--- src/design/button_event_qualifier_unit_defines.svh ---
// assertion macros for the button event qualifier
// used by the top level only; expects aclk and aresetn in scope
`ifndef BUTTON_EVENT_QUALIFIER_UNIT_DEFINES_SVH
`define BUTTON_EVENT_QUALIFIER_UNIT_DEFINES_SVH

// same-cycle implication
`define BEQ_ASSERT_SAME(lbl, ante, cons) \
    lbl: assert property (@(posedge aclk) disable iff (!aresetn) (ante) |-> (cons)) \
        else $error("button event qualifier: same-cycle check failed");

// next-cycle implication
`define BEQ_ASSERT_NEXT(lbl, ante, cons) \
    lbl: assert property (@(posedge aclk) disable iff (!aresetn) (ante) |=> (cons)) \
        else $error("button event qualifier: next-cycle check failed");

`endif

--- src/design/beq_pkg.sv ---
// shared types and constants for the button event qualifier
// no dependencies
package beq_pkg;

    localparam int TIME_BITS_DEF = 32;
    localparam int CFG_BITS      = 16;
    localparam int CFG_IDX_BITS  = 2;
    localparam int EV_BITS       = 3;
    localparam int NOW_BITS      = 32;
    localparam int BTN_BITS      = 3;
    localparam int S_DATA_BITS   = 40;
    localparam int M_DATA_BITS   = 8;

    localparam logic [CFG_BITS-1:0] RST_REPEAT_DELAY    = 16'd1000;
    localparam logic [CFG_BITS-1:0] RST_REPEAT_INTERVAL = 16'd80;
    localparam logic [CFG_BITS-1:0] RST_LOCKOUT         = 16'd150;
    localparam logic [CFG_BITS-1:0] RST_DOUBLE_CLICK    = 16'd250;

    typedef enum logic [CFG_IDX_BITS-1:0] {
        CFG_REPEAT_DELAY    = 2'd0,
        CFG_REPEAT_INTERVAL = 2'd1,
        CFG_LOCKOUT         = 2'd2,
        CFG_DOUBLE_CLICK    = 2'd3
    } cfg_idx_t;

    typedef enum logic [EV_BITS-1:0] {
        EV_NONE   = 3'd0,
        EV_UP     = 3'd1,
        EV_DOWN   = 3'd2,
        EV_SELECT = 3'd3,
        EV_BACK   = 3'd4
    } event_t;

    typedef struct packed {
        logic [CFG_BITS-1:0] repeat_delay;
        logic [CFG_BITS-1:0] repeat_interval;
        logic [CFG_BITS-1:0] lockout;
        logic [CFG_BITS-1:0] double_click;
    } cfg_t;

    // up/down lane finding
    typedef struct packed {
        logic fire;
    } dir_stat_t;

    // select lane findings
    typedef struct packed {
        logic expire;
        logic back;
    } sel_stat_t;

    // scan enables from the merge stage
    typedef struct packed {
        logic up;
        logic dn;
        logic sel;
    } lane_en_t;

endpackage

--- src/design/beq_dir_lane.sv ---
// up or down button lane: lockout, press detect and auto-repeat
// depends on beq_pkg
module beq_dir_lane #(
    parameter int TIME_BITS = beq_pkg::TIME_BITS_DEF
) (
    input  logic                  aclk,
    input  logic                  aresetn,
    input  beq_pkg::cfg_t         cfg,
    input  logic [TIME_BITS-1:0]  now,
    input  logic                  pressed,
    input  logic                  take,
    output beq_pkg::dir_stat_t    stat
);

    logic                 held_reg, held_next;
    logic [TIME_BITS-1:0] nat_reg, nat_next;
    logic [TIME_BITS-1:0] press_reg, press_next;
    logic [TIME_BITS-1:0] lrt_reg, lrt_next;

    logic                 press_ok;
    logic                 rep;
    logic [TIME_BITS-1:0] el_press;
    logic [TIME_BITS-1:0] el_rep;

    assign el_press = now - press_reg;
    assign el_rep   = now - lrt_reg;
    assign press_ok = pressed && !held_reg && !(now < nat_reg);
    assign rep      = pressed && held_reg
                      && (el_press >= TIME_BITS'(cfg.repeat_delay))
                      && (el_rep >= TIME_BITS'(cfg.repeat_interval));

    assign stat.fire = press_ok || rep;

    always_comb begin
        held_next  = held_reg;
        nat_next   = nat_reg;
        press_next = press_reg;
        lrt_next   = lrt_reg;
        if (take) begin
            if (press_ok) begin
                held_next  = 1'b1;
                nat_next   = now + TIME_BITS'(cfg.lockout);
                press_next = now;
                lrt_next   = now;
            end else if (rep) begin
                lrt_next = now;
            end else if (!pressed && held_reg) begin
                held_next = 1'b0;
            end
        end
    end

    always_ff @(posedge aclk) begin
        if (!aresetn) begin
            held_reg  <= 1'b0;
            nat_reg   <= '0;
            press_reg <= '0;
            lrt_reg   <= '0;
        end else begin
            held_reg  <= held_next;
            nat_reg   <= nat_next;
            press_reg <= press_next;
            lrt_reg   <= lrt_next;
        end
    end

endmodule

--- src/design/beq_sel_lane.sv ---
// select button lane: lockout, pending single click and double-click
// depends on beq_pkg
module beq_sel_lane #(
    parameter int TIME_BITS = beq_pkg::TIME_BITS_DEF
) (
    input  logic                  aclk,
    input  logic                  aresetn,
    input  beq_pkg::cfg_t         cfg,
    input  logic [TIME_BITS-1:0]  now,
    input  logic                  pressed,
    input  logic                  accept,
    input  logic                  take,
    output beq_pkg::sel_stat_t    stat
);

    logic                 held_reg, held_next;
    logic                 pend_reg, pend_next;
    logic [TIME_BITS-1:0] nat_reg, nat_next;
    logic [TIME_BITS-1:0] spt_reg, spt_next;

    logic                 press_ok;
    logic [TIME_BITS-1:0] el_sel;

    assign el_sel   = now - spt_reg;
    assign press_ok = pressed && !held_reg && !(now < nat_reg);

    assign stat.expire = pend_reg && (el_sel >= TIME_BITS'(cfg.double_click));
    // expired pending is handled first, so a live pending is inside the window
    assign stat.back   = press_ok && pend_reg;

    always_comb begin
        held_next = held_reg;
        pend_next = pend_reg;
        nat_next  = nat_reg;
        spt_next  = spt_reg;
        if (accept && stat.expire) begin
            pend_next = 1'b0;
        end else if (take) begin
            if (press_ok) begin
                held_next = 1'b1;
                nat_next  = now + TIME_BITS'(cfg.lockout);
                if (pend_reg) begin
                    pend_next = 1'b0;
                end else begin
                    pend_next = 1'b1;
                    spt_next  = now;
                end
            end else if (!pressed && held_reg) begin
                held_next = 1'b0;
            end
        end
    end

    always_ff @(posedge aclk) begin
        if (!aresetn) begin
            held_reg <= 1'b0;
            pend_reg <= 1'b0;
            nat_reg  <= '0;
            spt_reg  <= '0;
        end else begin
            held_reg <= held_next;
            pend_reg <= pend_next;
            nat_reg  <= nat_next;
            spt_reg  <= spt_next;
        end
    end

endmodule

--- src/design/beq_merge.sv ---
// merge stage: scan priority across lanes and the output register
// depends on beq_pkg
module beq_merge (
    input  logic                  aclk,
    input  logic                  aresetn,
    input  beq_pkg::dir_stat_t    up_stat,
    input  beq_pkg::dir_stat_t    dn_stat,
    input  beq_pkg::sel_stat_t    sel_stat,
    input  logic                  accept,
    input  logic                  out_take,
    output beq_pkg::lane_en_t     lane_en,
    output logic                  out_valid,
    output beq_pkg::event_t       out_code
);

    beq_pkg::event_t code;
    logic            valid_reg, valid_next;
    beq_pkg::event_t code_reg, code_next;

    // first event found stops later lanes
    assign lane_en.up  = !sel_stat.expire;
    assign lane_en.dn  = lane_en.up && !up_stat.fire;
    assign lane_en.sel = lane_en.dn && !dn_stat.fire;

    always_comb begin
        if (sel_stat.expire) begin
            code = beq_pkg::EV_SELECT;
        end else if (up_stat.fire) begin
            code = beq_pkg::EV_UP;
        end else if (dn_stat.fire) begin
            code = beq_pkg::EV_DOWN;
        end else if (sel_stat.back) begin
            code = beq_pkg::EV_BACK;
        end else begin
            code = beq_pkg::EV_NONE;
        end
    end

    always_comb begin
        valid_next = valid_reg;
        code_next  = code_reg;
        if (accept) begin
            valid_next = 1'b1;
            code_next  = code;
        end else if (out_take) begin
            valid_next = 1'b0;
        end
    end

    always_ff @(posedge aclk) begin
        if (!aresetn) begin
            valid_reg <= 1'b0;
        end else begin
            valid_reg <= valid_next;
        end
    end

    always_ff @(posedge aclk) begin
        code_reg <= code_next;
    end

    assign out_valid = valid_reg;
    assign out_code  = code_reg;

endmodule

--- src/design/button_event_qualifier_unit.sv ---
// button event qualifier top level: config registers, three button lanes, merge stage
// depends on beq_pkg, beq_dir_lane, beq_sel_lane, beq_merge and the assertion macros
//
// One poll (timestamp plus up/down/select levels) is taken per clock while
// s_tready is high and gives exactly one event code, held in the output register
// in the cycle after the transaction. The three button lanes evaluate in parallel
// and the merge stage applies the expired select, up, down, back priority, so
// sustained rate is one poll per cycle; s_tready is high whenever the output
// register is empty or being drained in the same cycle. Config writes take effect
// at the next edge and should only be made while no poll is in flight.
`include "button_event_qualifier_unit_defines.svh"

module button_event_qualifier_unit #(
    parameter int TIME_BITS = beq_pkg::TIME_BITS_DEF
) (
    input  logic                                 aclk,
    input  logic                                 aresetn,
    input  logic                                 s_tvalid,
    output logic                                 s_tready,
    // [31:0] now_ms, [34:32] buttons_pressed, [39:35] zero
    input  logic [beq_pkg::S_DATA_BITS-1:0]      s_tdata,
    output logic                                 m_tvalid,
    input  logic                                 m_tready,
    // [2:0] event_code, [7:3] zero
    output logic [beq_pkg::M_DATA_BITS-1:0]      m_tdata,
    input  logic                                 cfg_we,
    input  logic [beq_pkg::CFG_IDX_BITS-1:0]     cfg_index,
    input  logic [beq_pkg::CFG_BITS-1:0]         cfg_wdata
);

    beq_pkg::cfg_t      cfg_reg, cfg_next;
    logic [TIME_BITS-1:0] now;
    logic [beq_pkg::BTN_BITS-1:0] btn;
    logic               s_accept;
    logic               out_take;
    beq_pkg::dir_stat_t up_stat;
    beq_pkg::dir_stat_t dn_stat;
    beq_pkg::sel_stat_t sel_stat;
    beq_pkg::lane_en_t  lane_en;
    beq_pkg::event_t    out_code;

    generate
        if (TIME_BITS <= beq_pkg::NOW_BITS) begin : g_now_narrow
            assign now = s_tdata[TIME_BITS-1:0];
        end else begin : g_now_wide
            assign now = TIME_BITS'(s_tdata[beq_pkg::NOW_BITS-1:0]);
        end
    endgenerate

    assign btn = s_tdata[beq_pkg::NOW_BITS +: beq_pkg::BTN_BITS];

    // config registers
    always_comb begin
        cfg_next = cfg_reg;
        if (cfg_we) begin
            case (beq_pkg::cfg_idx_t'(cfg_index))
                beq_pkg::CFG_REPEAT_DELAY:    cfg_next.repeat_delay    = cfg_wdata;
                beq_pkg::CFG_REPEAT_INTERVAL: cfg_next.repeat_interval = cfg_wdata;
                beq_pkg::CFG_LOCKOUT:         cfg_next.lockout         = cfg_wdata;
                beq_pkg::CFG_DOUBLE_CLICK:    cfg_next.double_click    = cfg_wdata;
                default:                      cfg_next = cfg_reg;
            endcase
        end
    end

    always_ff @(posedge aclk) begin
        if (!aresetn) begin
            cfg_reg.repeat_delay    <= beq_pkg::RST_REPEAT_DELAY;
            cfg_reg.repeat_interval <= beq_pkg::RST_REPEAT_INTERVAL;
            cfg_reg.lockout         <= beq_pkg::RST_LOCKOUT;
            cfg_reg.double_click    <= beq_pkg::RST_DOUBLE_CLICK;
        end else begin
            cfg_reg <= cfg_next;
        end
    end

    assign s_tready = !m_tvalid || m_tready;
    assign s_accept = s_tvalid && s_tready;
    assign out_take = m_tvalid && m_tready;

    beq_dir_lane #(.TIME_BITS(TIME_BITS)) u_lane_up (
        .aclk    (aclk),
        .aresetn (aresetn),
        .cfg     (cfg_reg),
        .now     (now),
        .pressed (btn[0]),
        .take    (s_accept && lane_en.up),
        .stat    (up_stat)
    );

    beq_dir_lane #(.TIME_BITS(TIME_BITS)) u_lane_dn (
        .aclk    (aclk),
        .aresetn (aresetn),
        .cfg     (cfg_reg),
        .now     (now),
        .pressed (btn[1]),
        .take    (s_accept && lane_en.dn),
        .stat    (dn_stat)
    );

    beq_sel_lane #(.TIME_BITS(TIME_BITS)) u_lane_sel (
        .aclk    (aclk),
        .aresetn (aresetn),
        .cfg     (cfg_reg),
        .now     (now),
        .pressed (btn[2]),
        .accept  (s_accept),
        .take    (s_accept && lane_en.sel),
        .stat    (sel_stat)
    );

    beq_merge u_merge (
        .aclk      (aclk),
        .aresetn   (aresetn),
        .up_stat   (up_stat),
        .dn_stat   (dn_stat),
        .sel_stat  (sel_stat),
        .accept    (s_accept),
        .out_take  (out_take),
        .lane_en   (lane_en),
        .out_valid (m_tvalid),
        .out_code  (out_code)
    );

    assign m_tdata = beq_pkg::M_DATA_BITS'(out_code);

    // a full, stalled output register must block new transactions
    `BEQ_ASSERT_SAME(a_no_overwrite, m_tvalid && !m_tready, !s_tready)
    // an expired pending select wins over every lane
    `BEQ_ASSERT_NEXT(a_expire_select, s_accept && sel_stat.expire,
                     m_tdata[2:0] == beq_pkg::EV_SELECT)
    // an up event blocks the down and select lanes
    `BEQ_ASSERT_SAME(a_up_blocks, up_stat.fire && lane_en.up, !lane_en.dn && !lane_en.sel)
    // a transaction always leaves a result behind
    `BEQ_ASSERT_NEXT(a_result_follows, s_accept, m_tvalid)

endmodule

--- config.mk ---
export PLATFORM = sky130hd
export DESIGN_NAME = button_event_qualifier_unit
export DESIGN_NICKNAME = d
export VERILOG_FILES = /design/src/design/beq_pkg.sv /design/src/design/beq_dir_lane.sv /design/src/design/beq_sel_lane.sv /design/src/design/beq_merge.sv /design/src/design/button_event_qualifier_unit.sv
export VERILOG_INCLUDE_DIRS = /design/src /design/src/design
export SDC_FILE = /design/constraint.sdc
export NUM_CORES = 1
export LEC_CHECK = 0
export ABC_AREA = 0
export BUFFER_PORTS_ARGS = -buffer_cell sky130_fd_sc_hd__clkbuf_2
export CORE_MARGIN = 2
export CORE_UTILIZATION = 30
export DETAILED_ROUTE_END_ITERATION = 7
export GPL_ROUTABILITY_DRIVEN = 1
export PLACE_DENSITY = 0.52
export SYNTH_ARGS = -nofsm -noshare
export SYNTH_HDL_FRONTEND = slang
export SYNTH_SLANG_ARGS = --single-unit
--- constraint.sdc ---
create_clock -name aclk -period 5.8 [get_ports aclk]
set_input_delay 0.29 -clock aclk [delete_from_list [all_inputs] [get_ports aclk]]
set_output_delay 0.29 -clock aclk [all_outputs]
set_load 0.01 [all_outputs]
==> Word level (Yosys, flattened, before mapping) <==
Cells that the tools add are included.
{ "totals": {"out_inout_bits": 10, "wordCells": 125, "regBits": 328} }
{ "op_classes": {"n_bitwise": 3, "reduce_logical": 65, "muxes": 18, "n_addsub": 6, "order_cmp": 8, "eq_ne": 5} }
{ "op_table": {"columns": ["cell", "n"], "rows": [
  ["greater-or-equal comparator 32 x 16 -> 1 bit", 5],
  ["subtractor 32 bit", 5],
  ["two-way mux 32 bit", 4],
  ["less-than comparator 32 bit", 3],
  ["adder 32 x 16 -> 32 bit", 1],
  ["logical AND 1 bit", 25],
  ["AND reduction 2 bit", 9],
  ["zero test 1 bit", 13],
  ["AND reduction 3 bit", 4],
  ["nonzero test 2 bit", 6],
  ["two-way mux 1 bit", 11],
  ["== test 2 bit (second input constant)", 2],
  ["two-way mux 2 bit", 2],
  ["!= test 2 x 1 -> 1 bit (second input constant)", 2],
  ["AND reduction 4 bit", 1],
  ["OR reduction 2 bit", 2],
  ["logical OR 1 bit", 3],
  ["two-way mux 3 bit", 1],
  ["inverter 1 bit", 3],
  ["OR reduction 3 bit", 1],
  ["== test 2 x 1 -> 1 bit (second input constant)", 1],
  ["zero test 2 bit", 1]
]} }

==> Logic depth before layout (Yosys ltp) <==
Gate-level depths: netlist of the first run.
{ "logic_depth": {"depth_word": 10, "ltp_mapped": 26, "mapped_depth_nobuf": 24} }

==> Cells and area by module <==
From an unflattened synthesis of the first run, not the netlist that was laid out.
{ "unflattened": {"cells_unflattened": 3889, "area_unflattened_um2": 29365.7} }
{ "by_module_without_submodules": {"columns": ["module", "cells_per_inst", "area_each_um2", "instances", "seq_area_each_um2"], "rows": [
  ["beq_dir_lane (u_lane_dn)", 1391, 10161.0, 1, 1941.9],
  ["beq_dir_lane (u_lane_up)", 1365, 9868.2, 1, 1941.9],
  ["beq_sel_lane", 865, 6606.3, 1, 1321.3],
  ["button_event_qualifier_unit", 255, 2567.5, 1, 1281.2],
  ["beq_merge", 13, 162.7, 1, 110.1]
]} }

==> Worst setup path before layout of the first run <==
No wires, ideal clock.
{ "synth_path": {"path_kind": "reg2reg", "start": "register u_lane_up.lrt_reg[4]", "end": "register u_lane_sel.spt_reg[10]", "arrival_ns": 5.059, "n_path_buf": 2, "path_stages_with_launch": 26, "required_time_ns": 5.680, "setup_slack_ns": 0.622, "cell_sequence": "dfxtp_1 -> inv_1 -> ha_1 -> o211ai_1 -> a21oi_1 -> nor2_1 -> o21ai_0 -> a21o_1 -> a21oi_1 -> o21ai_0 -> a21oi_1 -> xnor2_1 -> ha_1 -> a2111oi_0 -> nand4_1 -> a211oi_1 -> o211ai_1 -> nor4_1 -> o2111ai_1 -> nor4_1 -> a32o_1 -> or2_1 -> or4b_1 -> buf_4 -> buf_6 -> mux2i_1"} }
{ "synth_via": {"elab_chain_len": 9} }
{ "synth_lines": {"columns": ["element", "line", "source"], "rows": [
  ["start: declaration", "beq_dir_lane.sv:18", "logic [TIME_BITS-1:0] lrt_reg, lrt_next;"],
  ["start signal: assignment", "beq_dir_lane.sv:63", "lrt_reg <= lrt_next;"],
  ["subtractor 32 bit", "beq_dir_lane.sv:26", "assign el_rep = now - lrt_reg;"],
  ["greater-or-equal comparator 32 x 16 -> 1 bit", "beq_dir_lane.sv:30", "&& (el_rep >= TIME_BITS'(cfg.repeat_interval));"],
  ["logical AND 1 bit", "beq_dir_lane.sv:30", null],
  ["logical OR 1 bit", "beq_dir_lane.sv:32", "assign stat.fire = press_ok || rep;"],
  ["zero test 1 bit", "beq_merge.sv:22", "assign lane_en.dn = lane_en.up && !up_stat.fire;"],
  ["logical AND 1 bit", "beq_merge.sv:22", null],
  ["logical AND 1 bit", "beq_merge.sv:23", "assign lane_en.sel = lane_en.dn && !dn_stat.fire;"],
  ["logical AND 1 bit", "button_event_qualifier_unit.sv:108", ".take (s_accept && lane_en.sel),"],
  ["AND reduction 4 bit (no source line)", null, null],
  ["end signal: assignment", "beq_sel_lane.sv:64", "spt_reg <= spt_next;"],
  ["end: declaration", "beq_sel_lane.sv:19", "logic [TIME_BITS-1:0] spt_reg, spt_next;"]
]} }
No other way between the ends.
A chain may end at the register's enable or synchronous reset.

==> Final worst setup path of the first run <==
{ "layout_path": {"start": "register u_lane_up.lrt_reg[2]", "end": "register u_lane_sel.nat_reg[4]"} }
{ "layout_via": {"elab_chain_len": 9} }
{ "layout_lines": {"columns": ["element", "line", "source"], "rows": [
  ["subtractor 32 bit", "beq_dir_lane.sv:26", null],
  ["greater-or-equal comparator 32 x 16 -> 1 bit", "beq_dir_lane.sv:30", null],
  ["logical AND 1 bit", "beq_dir_lane.sv:30", null],
  ["logical OR 1 bit", "beq_dir_lane.sv:32", null],
  ["zero test 1 bit", "beq_merge.sv:22", null],
  ["logical AND 1 bit", "beq_merge.sv:22", null],
  ["logical AND 1 bit", "beq_merge.sv:23", null],
  ["logical AND 1 bit", "button_event_qualifier_unit.sv:108", null],
  ["AND reduction 3 bit (no source line)", null, null],
  ["end signal: assignment", "beq_sel_lane.sv:63", "nat_reg <= nat_next;"],
  ["end: declaration", "beq_sel_lane.sv:18", "logic [TIME_BITS-1:0] nat_reg, nat_next;"]
]} }
No other way between the ends.

==> impl_results.md, run 1 <==
- Run status: finished, final reports clean
- Die span in y: 303 µm
- Kind of critical path: reg -> reg
- Fin crit share: 95.6%
- Gpl congestion: 0.921
- Core box area: 88600 µm²
- Min Clock Period, post-route: 5.55 ns
- Drt first pass iters: 5
- Slew @ Worst Pin: 1.18 ns
- Worst-path fanout max: 10
- PortBufs: 62
- Distinct cells, synth: 91
- Cells after Synth: 3481
- Total CTS buffers: 44
- Largest net degree at the start of global routing: 84
- Antenna cells: 0
- Max VDD drop: 0.224 mV
- Commonest non-fill, non-tap cell in the layout: nand2_1
- Achievable Freq: 180 MHz
- H-tree lvl count: 2
- Reg clk slew, reported paths: 0.07 ns
- Clock Tree Buf Depth: 3
- Number of global-route vias before repair: 23632
- Async S/R FF share, synth: 0%
- DR vias: 25368
- Startpoint types: flop
- Area Growth Syn to Fin: 17.2%
- Detailed Place HPWL: 70500 µm
- Initial Util: 30.3%
- Synthesized flop and latch total: 328
- Synth Area per Inst: 7.73 µm²
- Final hold viol count: 0
- Total power: 0.00793 W
- Antenna violations before repair: 0
- Dpl cells: 4760
- Top_reg_cell synth: dfxtp_1
- Initial DRC Count: 1556
- Via density: 5.22
- Share of layout cells above drive strength 1: 10.9%
- Min-delay worst type: in -> reg
- Non-Filler Instances: 4861
- Static leakage: 12.7 nW
- Slowest cell on crit path: dfxtp_1
- Worst Setup Slack, final: 0.253 ns
- CP Data Required Time: 6.30 ns
- Width of the die: 303 µm
- Total Die Area: 92100 µm²
- Sequential area share after synthesis: 24.5%
- EDFF count, synth: 3
- Critical path data arrival time: 6.05 ns
- Critical Path Most Common Cell: buf_4
- Yosys Warn Count: 0
- Cell Pwr Density: 252 nW/µm²
- Clock Tree Root: clkbuf_16
- Global Route Usage Sum: 19.5%
- Slew Limit Fails: 0
- Worst slack at placement: -0.309 ns
- Routed Antenna Nets: 0
- Number of max-cap violations: 0
- CTS tree: done
- Total wire length: 92700 µm
- Wire per inst: 19.1 µm
- Clock skew: 0.0318 ns
- Clk sinks: 328
- Global route total overflow: 0
- Syn Std Cell Area: 26900 µm²
- # DRC: 0
- Max reg flops: 64
- Clock latency on the worst-skew pair: 0.59 ns
- First-pass GRT wire length: 140000 µm
- Setup_tns: 0 ns
- Critical Path Max Stage Delay: 0.32 ns
- Io pins: 73
- # setup viols final: 0
- Nets: 4078
- Slew headroom: 20.9%
- Commonest cells after routing, fill and taps aside: 508 x nand2_1, 353 x inv_1, 344 x ha_1
- Core Rows: 109
- Endpoint class of the critical path: flop
-- critical path: cells and delay by family, from the launching register on --
kind | cells | cell delay (ns)
buffers and inverters | 7 | 1.03
muxes | 1 | 0.18
xor gates and xnor gates | 1 | 0.13
DFF | 1 | 0.32
and+or+nand+nor | 6 | 1.19
adders and majority gates | 2 | 0.58
AOI/OAI and AO/OA | 13 | 2.00
-- kinds of logic (layout without fill, tap and decap cells) --
kind of cell / Yosys count / in the layout / share of synthesized area, %
simple gates: 1109 / 1109 / 18.7
compound gates: 843 / 843 / 20.3
buf+inv: 492 / 703 / 7.23
fa+ha+maj: 350 / 350 / 16.5
flops: 328 / 328 / 24.5
mux: 233 / 233 / 8.70
xor+xnor: 125 / 125 / 4.07
other cells: 1 / 5 / 0.0139
-- final timing paths --
check / startpoint / end / slack (ns) / cells past startpoint
hold reg to reg: u_lane_dn.nat_reg[17]$_SDFFE_PN0P_ / u_lane_dn.nat_reg[17]$_SDFFE_PN0P_ / 0.45 / 2
setup / recovery: u_lane_up.lrt_reg[2]$_SDFFE_PN0P_ / u_lane_sel.nat_reg[4]$_SDFFE_PN0P_ / 0.25 / 30
hold / removal: cfg_wdata[14] / cfg_reg[46]$_SDFFE_PN0P_ / 0.09 / 3
setup reg to reg: u_lane_up.lrt_reg[2]$_SDFFE_PN0P_ / u_lane_sel.nat_reg[4]$_SDFFE_PN0P_ / 0.25 / 30
-- where the power goes --
part / switching, W / internal, W / total [W]
Sequential: 0.0000647 / 0.00239 / 0.00245
Combinational: 0.00157 / 0.00107 / 0.00264
Clock: 0.00112 / 0.00171 / 0.00284
Total: 0.00276 / 0.00517 / 0.00793
-- routing by layer --
metal / vias up / part of all wire, % / GRT usage (%)
met5: - / 0 / 0
met4: 0 / 2.6 / 5.02
met3: 118 / 4.1 / 2.02
met2: 567 / 46 / 32.8
met1: 11984 / 48 / 26.6
li1: 12699 / - / -
-- what timing repair did --
| action | CTS | global route |
|---|---|---|
| endpoints found under the setup margin | 140 | 259 |
| hold buffers | 7 | 0 |
| gates cloned | 0 | 9 |
| setup buffers | 0 | 8 |
| endpoints found under the hold margin | 10 | 0 |
| gates resized for setup | 4 | 30 |
| pin swaps | 0 | 10 |
-- final cells by class --
class | count | area, µm²
fill | 9569 | 57100
tap | 1165 | 1460
sequential | 328 | 6600
timing repair buffer | 272 | 2130
clock inverter | 14 | 195
inverter | 354 | 1330
clock buffer | 63 | 1280
multi-input combinational | 2665 | 18500
-- synth_stat cells, types with 11 or more instances --
master,instances,area share (%)
nor4_1,18,0.42
clkbuf_1,106,1.5
buf_4,16,0.45
o2111ai_1,12,0.39
xnor2_1,88,2.9
xor2_1,37,1.2
and2_1,12,0.28
a211oi_1,74,2.1
nand4_1,63,1.5
o211ai_1,56,1.6
o21ai_0,147,2.7
nor2b_1,26,0.60
and3_1,21,0.49
dfxtp_1,325,24
nor3_1,61,1.1
nand2b_1,22,0.51
inv_1,353,4.9
ha_1,344,16
o21a_1,27,0.75
mux2i_1,228,8.5
a211o_1,11,0.36
nand2_1,508,7.1
buf_2,12,0.22
nor2_1,250,3.5
a21o_1,55,1.5
or3_1,15,0.35
o31ai_1,12,0.33
o21bai_1,15,0.42
a21oi_1,284,5.3
nand3_1,51,0.95
a31oi_1,25,0.58
-- per-stage QoR --
step / cell area [µm²] / hold slack (ns) / util [%]
floorplan: 26900 / 0.414 / -
CTS: 31200 / 0.0510 / 35.2
global route: 31500 / 0.0671 / 35.5
global placement: 29600 / 0.439 / 33.4
finish: 31500 / 0.0900 / 35.5
detailed placement: 29600 / 0.446 / 33.4
(Power assumes the default switching activity.)
==> inputs of run 2 (changes only) <==
--- a/config.mk
+++ b/config.mk
@@ -15,4 +15,5 @@
 export PLACE_DENSITY = 0.52
 export SYNTH_ARGS = -nofsm -noshare
 export SYNTH_HDL_FRONTEND = slang
+export SYNTH_HIERARCHICAL = 1
 export SYNTH_SLANG_ARGS = --single-unit
==> run 2 against run 1 <==
The flow now finishes with violations (setup timing). Worst setup slack got worse by 0.47 ns. Clock power down 4%. Synthesized cell count grew 12%. Wire length up 19%. Critical endpoint is now u_lane_sel/spt_reg[15]$_SDFFE_PN0P_. Highest routed layer is now met5.
==> impl_results.md, run 2 <==
- Run status: finished, violations left
- Failing checks: setup timing
- Worst Hold Launch: cfg_wdata[8]
- Startpoint types: flop
- Initial Util: 30.3% (about the same)
- Total wire length: 110000 µm (+19%)
- Routed Antenna Nets: 0 (unchanged)
- Worst-path fanout max: 6 (-4)
- Die span in y: 317 µm (+4.4%)
- H-tree lvl count: 2 (unchanged)
- Critical Path Max Stage Delay: 0.58 ns (+0.26 ns)
- # setup viols final: 244 (+244)
- Fin crit share: 104% (+8.0 points)
- PortBufs: 62 (unchanged)
- Commonest non-fill, non-tap cell in the layout: nand2_1
- Clk sinks: 328 (unchanged)
- EDFF count, synth: 3 (unchanged)
- Worst setup path startpoint: u_lane_dn/press_reg[2]$_SDFFE_PN0P_
- Min Clock Period, post-route: 6.01 ns (+0.465 ns)
- Fillers: 10021 (+4.7%)
- Cell taking the most area after synthesis: dfxtp_1
- Cell Pwr Density: 222 nW/µm² (-12%)
- RR Startpoint: u_lane_dn/press_reg[2]$_SDFFE_PN0P_
- Share of layout cells above drive strength 1: 19.2% (+8.2 points)
- Core Rows: 114 (+4.6%)
- # DRC: 0 (unchanged)
- Initial DRC Count: 2055 (+32%)
- Register Area: 6600 µm² (about the same)
- Slew Limit Fails: 0 (unchanged)
- Global route total overflow: 0 (unchanged)
- Largest net degree at the start of global routing: 201 (+140%)
- Reg clk slew, reported paths: 0.06 ns (about the same)
- Critical path data arrival time: 6.43 ns (+0.38 ns)
- Max VDD drop: 0.172 mV (-23%)
- Slew headroom: 24.2% (+3.2 points)
- Worst Setup Slack, final: -0.212 ns (-0.465 ns)
- Detailed Place HPWL: 81500 µm (+16%)
- Area of the multi-input gates: 21500 µm² (+16%)
- Drt first pass iters: 5 (unchanged)
- Total CTS buffers: 43 (-2.3%)
- Setup_tns: -25.66 ns (-25.66 ns)
- Async S/R FF share, synth: 0% (unchanged)
- Clock skew: 0.0196 ns (-0.0122 ns)
- Number of max-cap violations: 0 (unchanged)
- Static leakage: 15.9 nW (+25%)
- Core box area: 96900 µm² (+9.3%)
- Fin area: 37400 µm² (+19%)
- Achievable Freq: 166 MHz (-7.7%)
- Via density: 5.17 (-0.92%)
- Antenna violations before repair: 7 (+7)
- Min-delay worst type: in -> reg
- DR vias: 29039 (+14%)
- Max reg flops: 64 (unchanged)
- Cells after Synth: 3889 (+12%)
- RSZ-0062 raised after global routing: yes
- Total Die Area: 100000 µm² (+9.1%)
- Clock Tree Buf Depth: 3 (unchanged)
- Clock Tree Root: clkbuf_16
- Synth top area share: 22.2% (-2.0 points)
- Final hold viol count: 0 (unchanged)
- Commonest cells after routing, fill and taps aside: 509 x nand2_1, 399 x inv_1, 380 x buf_4
- Critical Path Most Common Cell: nor2_1
- Crit path to: u_lane_sel/spt_reg[15]$_SDFFE_PN0P_
- Global Route Usage Sum: 21.0% (+1.5 points)
- First-pass GRT wire length: 162000 µm (+16%)
- Dpl cell area: 33800 µm² (+14%)
- Kind of critical path: reg -> reg
- Worst hold slack: 0.0316 ns (-0.0584 ns)
- Top post-synthesis cells by count: 582 x nand2_1, 404 x inv_1, 376 x ha_1, 326 x a21oi_1, 325 x dfxtp_1
- CTS tree: done
- Area Growth Syn to Fin: 27.5%
- Slew @ Worst Pin: 1.12 ns (-0.0606 ns)
- Reg2Reg Capture Point: u_lane_sel/spt_reg[15]$_SDFFE_PN0P_
- Endpoint class of the critical path: flop
- Synthesized flop and latch total: 328 (unchanged)
- Top_reg_cell synth: dfxtp_1
- Reg2Reg Depth: 29 (-3.3%)
- Synth Area per Inst: 7.55 µm² (-2.3%)
- Nets: 4755 (+17%)
- Width of the die: 317 µm (+4.4%)
- Dpl cells: 5473 (+15%)
- Hold Path Depth: 3 (unchanged)
- Reg-to-reg slack, setup: -0.21 ns (-0.47 ns)
- Io pins: 73 (unchanged)
- Area contributors post-synth: dfxtp_1 22%, ha_1 16%, nand2_1 7.4%, mux2i_1 5.7%, a21oi_1 5.6%
- Sequential area share after synthesis: 22.5% (-2.1 points)
- Slowest cell on crit path: or4b_1
- Distinct cells, synth: 102 (+12%)
- Wire per inst: 19.6 µm (+3.0%)
- CP Data Required Time: 6.22 ns (-0.08 ns)
- Gpl congestion: 0.916 (-0.58%)
- Clock latency on the worst-skew pair: 0.58 ns (about the same)
- Syn Std Cell Area: 29400 µm² (+9.2%)
- Top-count cell post-synth: nand2_1
- Yosys Warn Count: 6 (+6)
- Number of global-route vias before repair: 27019 (+14%)
- Non-Filler Instances: 5616 (+16%)
-- run 2: layout make-up --
| class | count | area share [%] |
|---|---|---|
| antenna | 2 | 0.0134 |
| clock buffer | 56 | 3.30 |
| clock inverter | 19 | 0.491 |
| inverter | 406 | 4.09 |
| multi-input combinational | 3003 | 57.4 |
| sequential | 328 | 17.6 |
| tap | 1276 | 4.26 |
| timing repair buffer | 526 | 12.9 |
-- run 2: critical path, delay by kind of cell, from the launching register on --
kind | cells | cell delay, ns
DFF | 1 | 0.33
and+or+nand+nor | 12 | 2.37
AOI/OAI and AO/OA | 9 | 1.69
xor gates and xnor gates | 1 | 0.15
buffers and inverters | 4 | 0.57
muxes | 1 | 0.15
adders and majority gates | 2 | 0.59
-- run 2: kinds of logic after synthesis --
group / Yosys count / synth area share (%)
AND/OR/NAND/NOR: 1254 / 19.9
AO/OA/AOI/OAI: 998 / 21.8
buffers and inverters: 564 / 7.78
adder cells (fa/ha/maj): 384 / 16.6
flip-flops: 328 / 22.5
XOR/XNOR: 190 / 5.67
multiplexers: 170 / 5.81
other: 1 / 0.0128
-- run 2: power by group --
part           internal, W  switching [W]
Clock              0.00163        0.00111
Sequential         0.00238      0.0000753
Combinational      0.00136        0.00175
-- run 2: layer usage --
layer / track usage [%] / share of wire, % / wire [µm]
met2: 32.7 / 43 / 47400
met5: 0 / 0.026 / 29
met4: 7.55 / 3.8 / 4240
met3: 3.89 / 6.4 / 7020
met1: 28.9 / 47 / 51600
-- run 2: per-stage QoR --
step	power, W	utilization [%]	worst slack (ns)
floorplan	0.00422	-	0.0159
global placement	0.00525	34.9	-0.940
detailed placement	0.00526	34.9	-0.961
CTS	0.00818	37.4	-0.398
global route	0.00877	38.7	-0.476
finish	0.00830	38.7	-0.212
-- run 2: what timing repair did --
action,in CTS,in global routing
hold buffers,4,0
pin swaps,42,113
resized for setup,136,247
endpoints found under the hold margin,4,0
setup buffers,22,18
endpoints found under the setup margin,260,263
cloned,18,13
-- run 2: worst min-delay path by stage --
stage / end / slack, ns
3_5_place_dp: u_lane_up/nat_reg[5]$_SDFFE_PN0P_ / 0.44
2_1_floorplan: u_merge/out_valid$_SDFFE_PN0P_ / 0.41
5_1_grt: cfg_reg[56]$_SDFFE_PN1P_ / 0.03
4_1_cts: cfg_reg[56]$_SDFFE_PN1P_ / 0.001
6_report: cfg_reg[56]$_SDFFE_PN1P_ / 0.03
3_3_place_gp: u_lane_up/nat_reg[9]$_SDFFE_PN0P_ / 0.44
